## src/hw/rtl/fm_phase_oscillator_top_defines.svh

```systemverilog
// ----------------------------------------------------------------------------
// fm_phase_oscillator_top_defines.svh
// Assertion macros shared by the oscillator RTL. The enclosing module must
// provide clk and arst_n.
// ----------------------------------------------------------------------------
`ifndef FM_PHASE_OSCILLATOR_TOP_DEFINES_SVH
`define FM_PHASE_OSCILLATOR_TOP_DEFINES_SVH

// Same-cycle implication, disabled while in reset
`define FMOSC_ASSERT_NOW(label, ante, cons, msg) \
	label: assert property (@(posedge clk) disable iff (!arst_n) (ante) |-> (cons)) \
		else $error(msg);

// Next-cycle implication, disabled while in reset
`define FMOSC_ASSERT_NEXT(label, ante, cons, msg) \
	label: assert property (@(posedge clk) disable iff (!arst_n) (ante) |=> (cons)) \
		else $error(msg);

`endif

```

## src/hw/rtl/fmosc_pkg.sv

```systemverilog
// ----------------------------------------------------------------------------
// fmosc_pkg
// Types and constants of the FM phase-accumulator oscillator.
// ----------------------------------------------------------------------------
`timescale 1ns / 1ps

package fmosc_pkg;

	localparam int STEP_W  = 24;
	localparam int FM_W    = 16;
	localparam int WAVE_W  = 25;
	localparam int SHAPE_W = 2;
	localparam int GAIN_W  = 16;
	localparam int PROD_W  = STEP_W + GAIN_W;
	localparam int EFF_W   = PROD_W - (FM_W - 1);

	typedef logic        [STEP_W-1:0]  step_t;
	typedef logic signed [FM_W-1:0]    fm_t;
	typedef logic signed [WAVE_W-1:0]  wave_t;
	typedef logic        [SHAPE_W-1:0] shape_t;

	// Waveform select codes; the last code runs as triangle
	localparam shape_t SHAPE_SAW   = 2'd0;
	localparam shape_t SHAPE_PULSE = 2'd1;
	localparam shape_t SHAPE_TRI   = 2'd2;
	localparam shape_t SHAPE_SINE  = 2'd3;

	// Output full scale is 2^24, limited to plus/minus one half
	localparam wave_t OUT_HALF = 25'sd8388608;

endpackage

```

## src/hw/rtl/fmosc_if.sv

```systemverilog
// ----------------------------------------------------------------------------
// fmosc_if
// Valid/ready channels of the oscillator: step input and sample output.
// ----------------------------------------------------------------------------
`timescale 1ns / 1ps

interface fmosc_in_if;
	import fmosc_pkg::*;

	logic  valid;
	logic  ready;
	step_t phase_step;
	fm_t   fm_sample;

	modport source (output valid, output phase_step, output fm_sample, input ready);
	modport sink   (input valid, input phase_step, input fm_sample, output ready);
endinterface

interface fmosc_out_if;
	import fmosc_pkg::*;

	logic  valid;
	logic  ready;
	wave_t wave_sample;

	modport source (output valid, output wave_sample, input ready);
	modport sink   (input valid, input wave_sample, output ready);
endinterface

```

## src/hw/rtl/fm_phase_oscillator_top.sv

```systemverilog
// ----------------------------------------------------------------------------
// fm_phase_oscillator_top: FM phase-accumulator oscillator (saw/pulse/triangle)
// The input stage and then the output register lie between an input transaction and
// output valid; one transaction per cycle while the output is not stalled.
// Async active-low reset clears phase, direction, shape and valid flags.
// ----------------------------------------------------------------------------
`timescale 1ns / 1ps

`include "fm_phase_oscillator_top_defines.svh"

module fm_phase_oscillator_top #(
	parameter int PHASE_FRAC_BITS = 24
) (
	input  logic             clk,
	input  logic             arst_n,
	input  logic             cfg_we,
	input  fmosc_pkg::shape_t cfg_wdata,
	fmosc_in_if.sink         step_ch,
	fmosc_out_if.source      wave_ch
);
	import fmosc_pkg::*;

	localparam int ACC_BITS = PHASE_FRAC_BITS + 4;
	localparam int SW       = ((ACC_BITS > EFF_W + 3) ? ACC_BITS : EFF_W + 3) + 2;
	localparam int DN_SH    = (PHASE_FRAC_BITS >= 24) ? PHASE_FRAC_BITS - 24 : 0;
	localparam int UP_SH    = (PHASE_FRAC_BITS < 24) ? 24 - PHASE_FRAC_BITS : 0;

	localparam logic signed [SW-1:0] ONE_SW  = {{(SW-1){1'b0}}, 1'b1};
	localparam logic signed [SW-1:0] HALF_SW = ONE_SW <<< (PHASE_FRAC_BITS - 1);
	localparam logic signed [SW-1:0] FULL_SW = ONE_SW <<< PHASE_FRAC_BITS;
	localparam logic signed [SW-1:0] OUT_HALF_SW = SW'(OUT_HALF);

	// Control and state
	shape_t              wave_shape_q;
	logic [ACC_BITS-1:0] phase_acc_q;
	logic                tri_falling_q;
	logic                valid_s1;
	logic                out_valid_q;

	// Payload
	step_t step_s1;
	fm_t   fm_s1;
	wave_t wave_q;

	// Datapath
	logic                 adv;
	logic                 in_ready;
	logic [GAIN_W-1:0]    gain;
	logic [PROD_W-1:0]    prod;
	logic [EFF_W-1:0]     eff;
	logic signed [SW-1:0] ph_ext;
	logic signed [SW-1:0] eff_ext;
	logic signed [SW-1:0] eff2_ext;
	logic signed [SW-1:0] sum;
	logic [ACC_BITS-1:0]  acc_next;
	logic signed [SW-1:0] wr_ext;
	logic signed [SW-1:0] clamped;
	logic signed [SW-1:0] scaled;
	logic                 tri_next;
	wave_t                wave_next;

	// Handshake: output register frees the input stage
	assign adv      = !out_valid_q || wave_ch.ready;
	assign in_ready = !valid_s1 || adv;

	assign step_ch.ready       = in_ready;
	assign wave_ch.valid       = out_valid_q;
	assign wave_ch.wave_sample = wave_q;

	// Effective step = step * (1 + fm), gain = 32768 + fm
	always_comb begin
		gain     = {~fm_s1[FM_W-1], fm_s1[FM_W-2:0]};
		prod     = PROD_W'(step_s1) * PROD_W'(gain);
		eff      = prod[PROD_W-1:FM_W-1];
		ph_ext   = {{(SW-ACC_BITS){phase_acc_q[ACC_BITS-1]}}, phase_acc_q};
		eff_ext  = {{(SW-EFF_W){1'b0}}, eff};
		eff2_ext = eff_ext <<< 1;
	end

	// Phase update, direction and saturation
	always_comb begin
		tri_next = tri_falling_q;
		case (wave_shape_q)
			SHAPE_SAW, SHAPE_PULSE: begin
				sum = ph_ext + eff_ext;
				if (sum > HALF_SW) begin
					sum = sum - FULL_SW;
				end
			end
			default: begin
				sum = tri_falling_q ? (ph_ext - eff2_ext) : (ph_ext + eff2_ext);
			end
		endcase
		acc_next = sum[ACC_BITS-1:0];
		wr_ext   = {{(SW-ACC_BITS){acc_next[ACC_BITS-1]}}, acc_next};

		if (wave_shape_q == SHAPE_TRI || wave_shape_q == SHAPE_SINE) begin
			if (wr_ext > HALF_SW) begin
				tri_next = 1'b1;
			end else if (wr_ext < -HALF_SW) begin
				tri_next = 1'b0;
			end
		end

		if (wave_shape_q == SHAPE_PULSE) begin
			clamped = acc_next[ACC_BITS-1] ? HALF_SW : -HALF_SW;
		end else if (wr_ext > HALF_SW) begin
			clamped = HALF_SW;
		end else if (wr_ext < -HALF_SW) begin
			clamped = -HALF_SW;
		end else begin
			clamped = wr_ext;
		end

		// Rescale to 2^24 full scale
		if (PHASE_FRAC_BITS >= 24) begin
			scaled = ((clamped + HALF_SW) >>> DN_SH) - OUT_HALF_SW;
		end else begin
			scaled = clamped <<< UP_SH;
		end
		wave_next = scaled[WAVE_W-1:0];
	end

	// Configuration register
	always_ff @(posedge clk or negedge arst_n) begin
		if (!arst_n) begin
			wave_shape_q <= SHAPE_SAW;
		end else if (cfg_we) begin
			wave_shape_q <= cfg_wdata;
		end
	end

	// Valid flags and oscillator state
	always_ff @(posedge clk or negedge arst_n) begin
		if (!arst_n) begin
			valid_s1      <= 1'b0;
			out_valid_q   <= 1'b0;
			phase_acc_q   <= '0;
			tri_falling_q <= 1'b0;
		end else begin
			if (in_ready) begin
				valid_s1 <= step_ch.valid;
			end
			if (adv) begin
				out_valid_q <= valid_s1;
			end
			if (adv && valid_s1) begin
				phase_acc_q   <= acc_next;
				tri_falling_q <= tri_next;
			end
		end
	end

	// Payload registers
	always_ff @(posedge clk) begin
		if (in_ready && step_ch.valid) begin
			step_s1 <= step_ch.phase_step;
			fm_s1   <= step_ch.fm_sample;
		end
		if (adv && valid_s1) begin
			wave_q <= wave_next;
		end
	end

	// Checks
	`FMOSC_ASSERT_NEXT(a_s1_hold, valid_s1 && !adv,
		valid_s1 && $stable(step_s1) && $stable(fm_s1),
		"stalled input stage lost its transaction")
	`FMOSC_ASSERT_NOW(a_out_src, $rose(out_valid_q), $past(valid_s1),
		"output valid without an input stage transaction")
	`FMOSC_ASSERT_NEXT(a_pulse_lvl, adv && valid_s1 && wave_shape_q == SHAPE_PULSE,
		wave_q == OUT_HALF || wave_q == -OUT_HALF, "pulse sample is not at full level")

endmodule
```

## src/flat_wrapper.sv

```systemverilog
// flat-port wrapper written by rule: the top's interface ports become plain ports
module fm_phase_oscillator_top_flat import fmosc_pkg::*;
#(
	parameter int PHASE_FRAC_BITS = 24
)
  (clk, arst_n, cfg_we, cfg_wdata, step_ch_valid, step_ch_phase_step, step_ch_fm_sample, step_ch_ready, wave_ch_valid, wave_ch_wave_sample, wave_ch_ready);
  fmosc_in_if step_ch_i ();
  fmosc_out_if wave_ch_i ();
  input  logic clk;
  input  logic arst_n;
  input  logic cfg_we;
  input  fmosc_pkg::shape_t cfg_wdata;
  input wire logic [$bits(step_ch_i.valid)-1:0] step_ch_valid;
  input wire logic [$bits(step_ch_i.phase_step)-1:0] step_ch_phase_step;
  input wire logic [$bits(step_ch_i.fm_sample)-1:0] step_ch_fm_sample;
  output wire logic [$bits(step_ch_i.ready)-1:0] step_ch_ready;
  output wire logic [$bits(wave_ch_i.valid)-1:0] wave_ch_valid;
  output wire logic [$bits(wave_ch_i.wave_sample)-1:0] wave_ch_wave_sample;
  input wire logic [$bits(wave_ch_i.ready)-1:0] wave_ch_ready;
  assign step_ch_i.valid = step_ch_valid;
  assign step_ch_i.phase_step = step_ch_phase_step;
  assign step_ch_i.fm_sample = step_ch_fm_sample;
  assign step_ch_ready = step_ch_i.ready;
  assign wave_ch_valid = wave_ch_i.valid;
  assign wave_ch_wave_sample = wave_ch_i.wave_sample;
  assign wave_ch_i.ready = wave_ch_ready;
  fm_phase_oscillator_top #(.PHASE_FRAC_BITS(PHASE_FRAC_BITS)) u_core (.clk(clk), .arst_n(arst_n), .cfg_we(cfg_we), .cfg_wdata(cfg_wdata), .step_ch(step_ch_i), .wave_ch(wave_ch_i));
endmodule
```

## config.mk

```make
export PLATFORM = sky130hd
export DESIGN_NAME = fm_phase_oscillator_top_flat
export DESIGN_NICKNAME = d
export VERILOG_FILES = /design/src/hw/rtl/fmosc_pkg.sv /design/src/hw/rtl/fmosc_if.sv /design/src/hw/rtl/fm_phase_oscillator_top.sv /design/src/flat_wrapper.sv
export VERILOG_INCLUDE_DIRS = /design/src /design/src/hw/rtl
export SDC_FILE = /design/constraint.sdc
export NUM_CORES = 1
export LEC_CHECK = 0
export BUFFER_PORTS_ARGS = -buffer_cell sky130_fd_sc_hd__buf_2
export CAP_MARGIN = 30
export CORE_MARGIN = 2
export CORE_UTILIZATION = 41
export DETAILED_ROUTE_END_ITERATION = 16
export HOLD_SLACK_MARGIN = 0.02
export PLACE_DENSITY = 0.67
export SLEW_MARGIN = 0
export SYNTH_ARGS = -nofsm -noshare
export SYNTH_HDL_FRONTEND = slang
export SYNTH_SLANG_ARGS = --single-unit
export TNS_END_PERCENT = 10
```

## constraint.sdc

```tcl
create_clock -name clk -period 9.85 [get_ports clk]
set_clock_uncertainty 0.05 [all_clocks]
set_input_delay 1.4775 -clock clk [delete_from_list [all_inputs] [get_ports clk]]
set_output_delay 1.4775 -clock clk [all_outputs]
set_load 0.02 [all_outputs]
```

==> results.ini <==
[worst_setup_path]
critical_path.max_fanout=8
r2r_slack_ns=-0.53
startpoint=u_core.fm_s1[3]
cp.arrival_ns=10.51
timing.rr.start=u_core.fm_s1[3]
cp-start-kind=register
cp-end-kind=register
crit_end=u_core.wave_ch.wave_sample[20]
required_ns=9.98
worst_path_most_repeated_cell=fa_1
reg2regPathDepth=45
timing.rr.end=u_core.wave_ch.wave_sample[20]
cpMaxStageDelayCell=edfxtp_1
path_class=reg -> reg
critPathMaxStageDelay_ns=0.58

[finish]
layout_common_cells=481 x buf_4, 383 x nand2_1, 380 x inv_1
n_antenna_cell=0
layout_commonest_cell=buf_4
layoutNonFillerInstCount=3497
drive_gt1_share_pct=27.93
nets=3388
area_delta_synth_final_pct=31.98
n_fill_cell=4347

[synthesis]
yosys.area_share.simple_pct=19.96
synth-warning-count=0
syn_avg_cell_area_um2=8.504
ys_seq_area_share_pct=13.81
synth_compound_area_share_pct=11.86
synth_adder_area_share_pct=40.76
synth_top_family_by_area=adder cells
synth.distinct_cells=73
synth_nets=2883
synthXorXnorAreaFrac_pct=3.440
yosys_most_used_dff=edfxtp_1
syn_inst=2365
syn-cell-area_um2=20110
ys_seq_elements=98
synth_mux_area_share_pct=0.8274
synthArstFlopShare_pct=33.67
synth_edf_count=65

[job]
maxCapViolations=0

[min_path]
hold_start=u_core.valid_s1
hold_path_class=reg -> reg

[clocking]
numCtsBuffers=9
cts_tree=yes
cts_root_buf=clkbuf_16
clockBufferDepth=2
clk-insertion-delay-late_ns=0.42
htree_num_levels=3
clk_pin_slew_ns=0.09
cts_sinks=98

[timing]
final-hold-violation-count=0
clock.fmax_mhz=96.36
timing.slew.headroom_pct=37.99
report.final.slew_viol_count=0
setup_violations=26
setup_slack_ns=-0.5280
worst_pin_slew_ns=0.9291
hold_slack_ns=0.4672
fin_crit_sh_pct=105.4
rsz0062_at_grt=true
fin_crit_ns=10.38

[floorplanning]
core_um2=48650
rows=81
initial_core_util_pct=41.34
io_pins=74
die_h_um=225.5
die_w_um=225.5
dieArea_um2=50840

[detailed_routing]
vias=18579
ant_nets=0
drt_first_pass_iters=6
drc=0
viasPerCell=5.313
totalWireLength_mm=62.45
first_iter_violations=1097
wl_per_cell_um=17.86

[global_routing]
grtUsageTotal_pct=25.41
grt_max_degree=55
grt_pass1_vias=19717
grt_antenna_before_repair=0
grt.overflow.total=0
grt_pass1_wl_mm=102.0

[placed_design]
dpl.cell_count=3402
port_buffers=73
post-place-ws_ns=-0.8256
dp_hpwl_mm=50.53
gp_congestion=0.9651

[status]
outcome=complete, but fails checks
violations=negative setup slack

[stage by stage]
stage | area, µm² | TNS, ns | util, %
floorplan | 20180 | 0 | -
global placement | 24500 | -20.65 | 50.36
detailed placement | 24530 | -20.61 | 50.42
CTS | 25920 | -11.72 | 53.29
global route | 26540 | -22.84 | 54.57
finish | 26540 | -12.03 | 54.57
[state kept, by name, indices dropped and copies added (netlist names)]
signal / count
u_core.wave_ch.valid: 1
u_core.wave_ch.wave_sample: 25
u_core.fm_s1: 16
u_core.phase_acc_q: 28
u_core.tri_falling_q: 1
u_core.wave_shape_q: 2
u_core.step_s1: 24
u_core.valid_s1: 1
[critical path, delay by kind of cell (launching register included)]
family                   cells  cell delay (ns)
buffers and inverters       13             1.21
multiplexers                 1             0.38
flip-flops                   1             0.58
AO/OA/AOI/OAI               11             1.92
AND/OR/NAND/NOR             10             2.00
XOR/XNOR                     1             0.26
adder cells (fa/ha/maj)      9             3.73
[cell usage after synthesis, drive strengths merged, types with 16 or more instances]
master / number / area, µm²
nand2: 390 / 1464
inv: 388 / 1456
fa: 307 / 6146
ha: 164 / 2052
and2: 133 / 832.1
a21oi: 109 / 549.3
clkbuf: 100 / 375.4
nor2: 90 / 340.3
o21ai: 86 / 434.2
edfxtp: 65 / 1952
xnor2: 52 / 455.4
nor3: 36 / 180.2
dfrtp: 33 / 825.8
nand3: 30 / 150.1
and3: 28 / 175.2
nand2b: 28 / 175.2
xor2: 27 / 236.5
nor2b: 24 / 150.1
nand4: 22 / 137.6
o211ai: 21 / 157.7
a21o: 18 / 135.1
a211oi: 16 / 130.1
a31oi: 16 / 100.1
[how the worst min path moves through the flow]
stage,slack (ns),cells past startpoint,end
floorplan,0.41,1,u_core.wave_ch.valid
global placement,0.43,1,u_core.wave_ch.valid
detailed placement,0.44,1,u_core.wave_ch.valid
CTS,0.47,1,u_core.wave_ch.valid
global route,0.48,1,u_core.wave_ch.valid
finish,0.47,1,u_core.wave_ch.valid
[cells by family (layout without fill, tap and decap cells)]
group,Yosys count,after routing
adder cells (fa/ha/maj),471,471
XOR/XNOR,79,79
AO/OA/AOI/OAI,370,370
multiplexers,15,16
buffers and inverters,496,1005
AND/OR/NAND/NOR,836,836
flip-flops,98,98
[per-layer routing]
layer | GRT usage, % | wire (µm) | part of all wire (%)
met5 | 0 | 0 | 0
met4 | 9.528 | 2094 | 3.4
met3 | 2.595 | 3054 | 4.9
met2 | 44.47 | 31230 | 50
met1 | 32.46 | 26080 | 42
[what timing repair did]
| action | 4_1_cts | 5_1_grt |
|---|---|---|
| setup endpoints to repair | 30 | 30 |
| setup buffers | 57 | 19 |
| gates cloned | 1 | 2 |
| pin swaps | 66 | 46 |
| resized for setup | 124 | 97 |
| hold buffers | 0 | 0 |
[cell type report]
cell class                      instances  area [µm²]  share of cell area [%]
Clock inverter                          7       93.84                  0.3535
Inverter                              389        1460                   5.501
Multi-Input combinational cell       1772       16490                   62.13
Tap cell                              622       778.2                   2.932
Clock buffer                            9       225.2                  0.8485
Sequential cell                        98        2778                   10.46
Timing Repair Buffer                  600        4718                   17.78
Power is left out: the tool's default activity adds up to more than one toggle a clock period on the data nets, which glitch-free logic cannot reach.
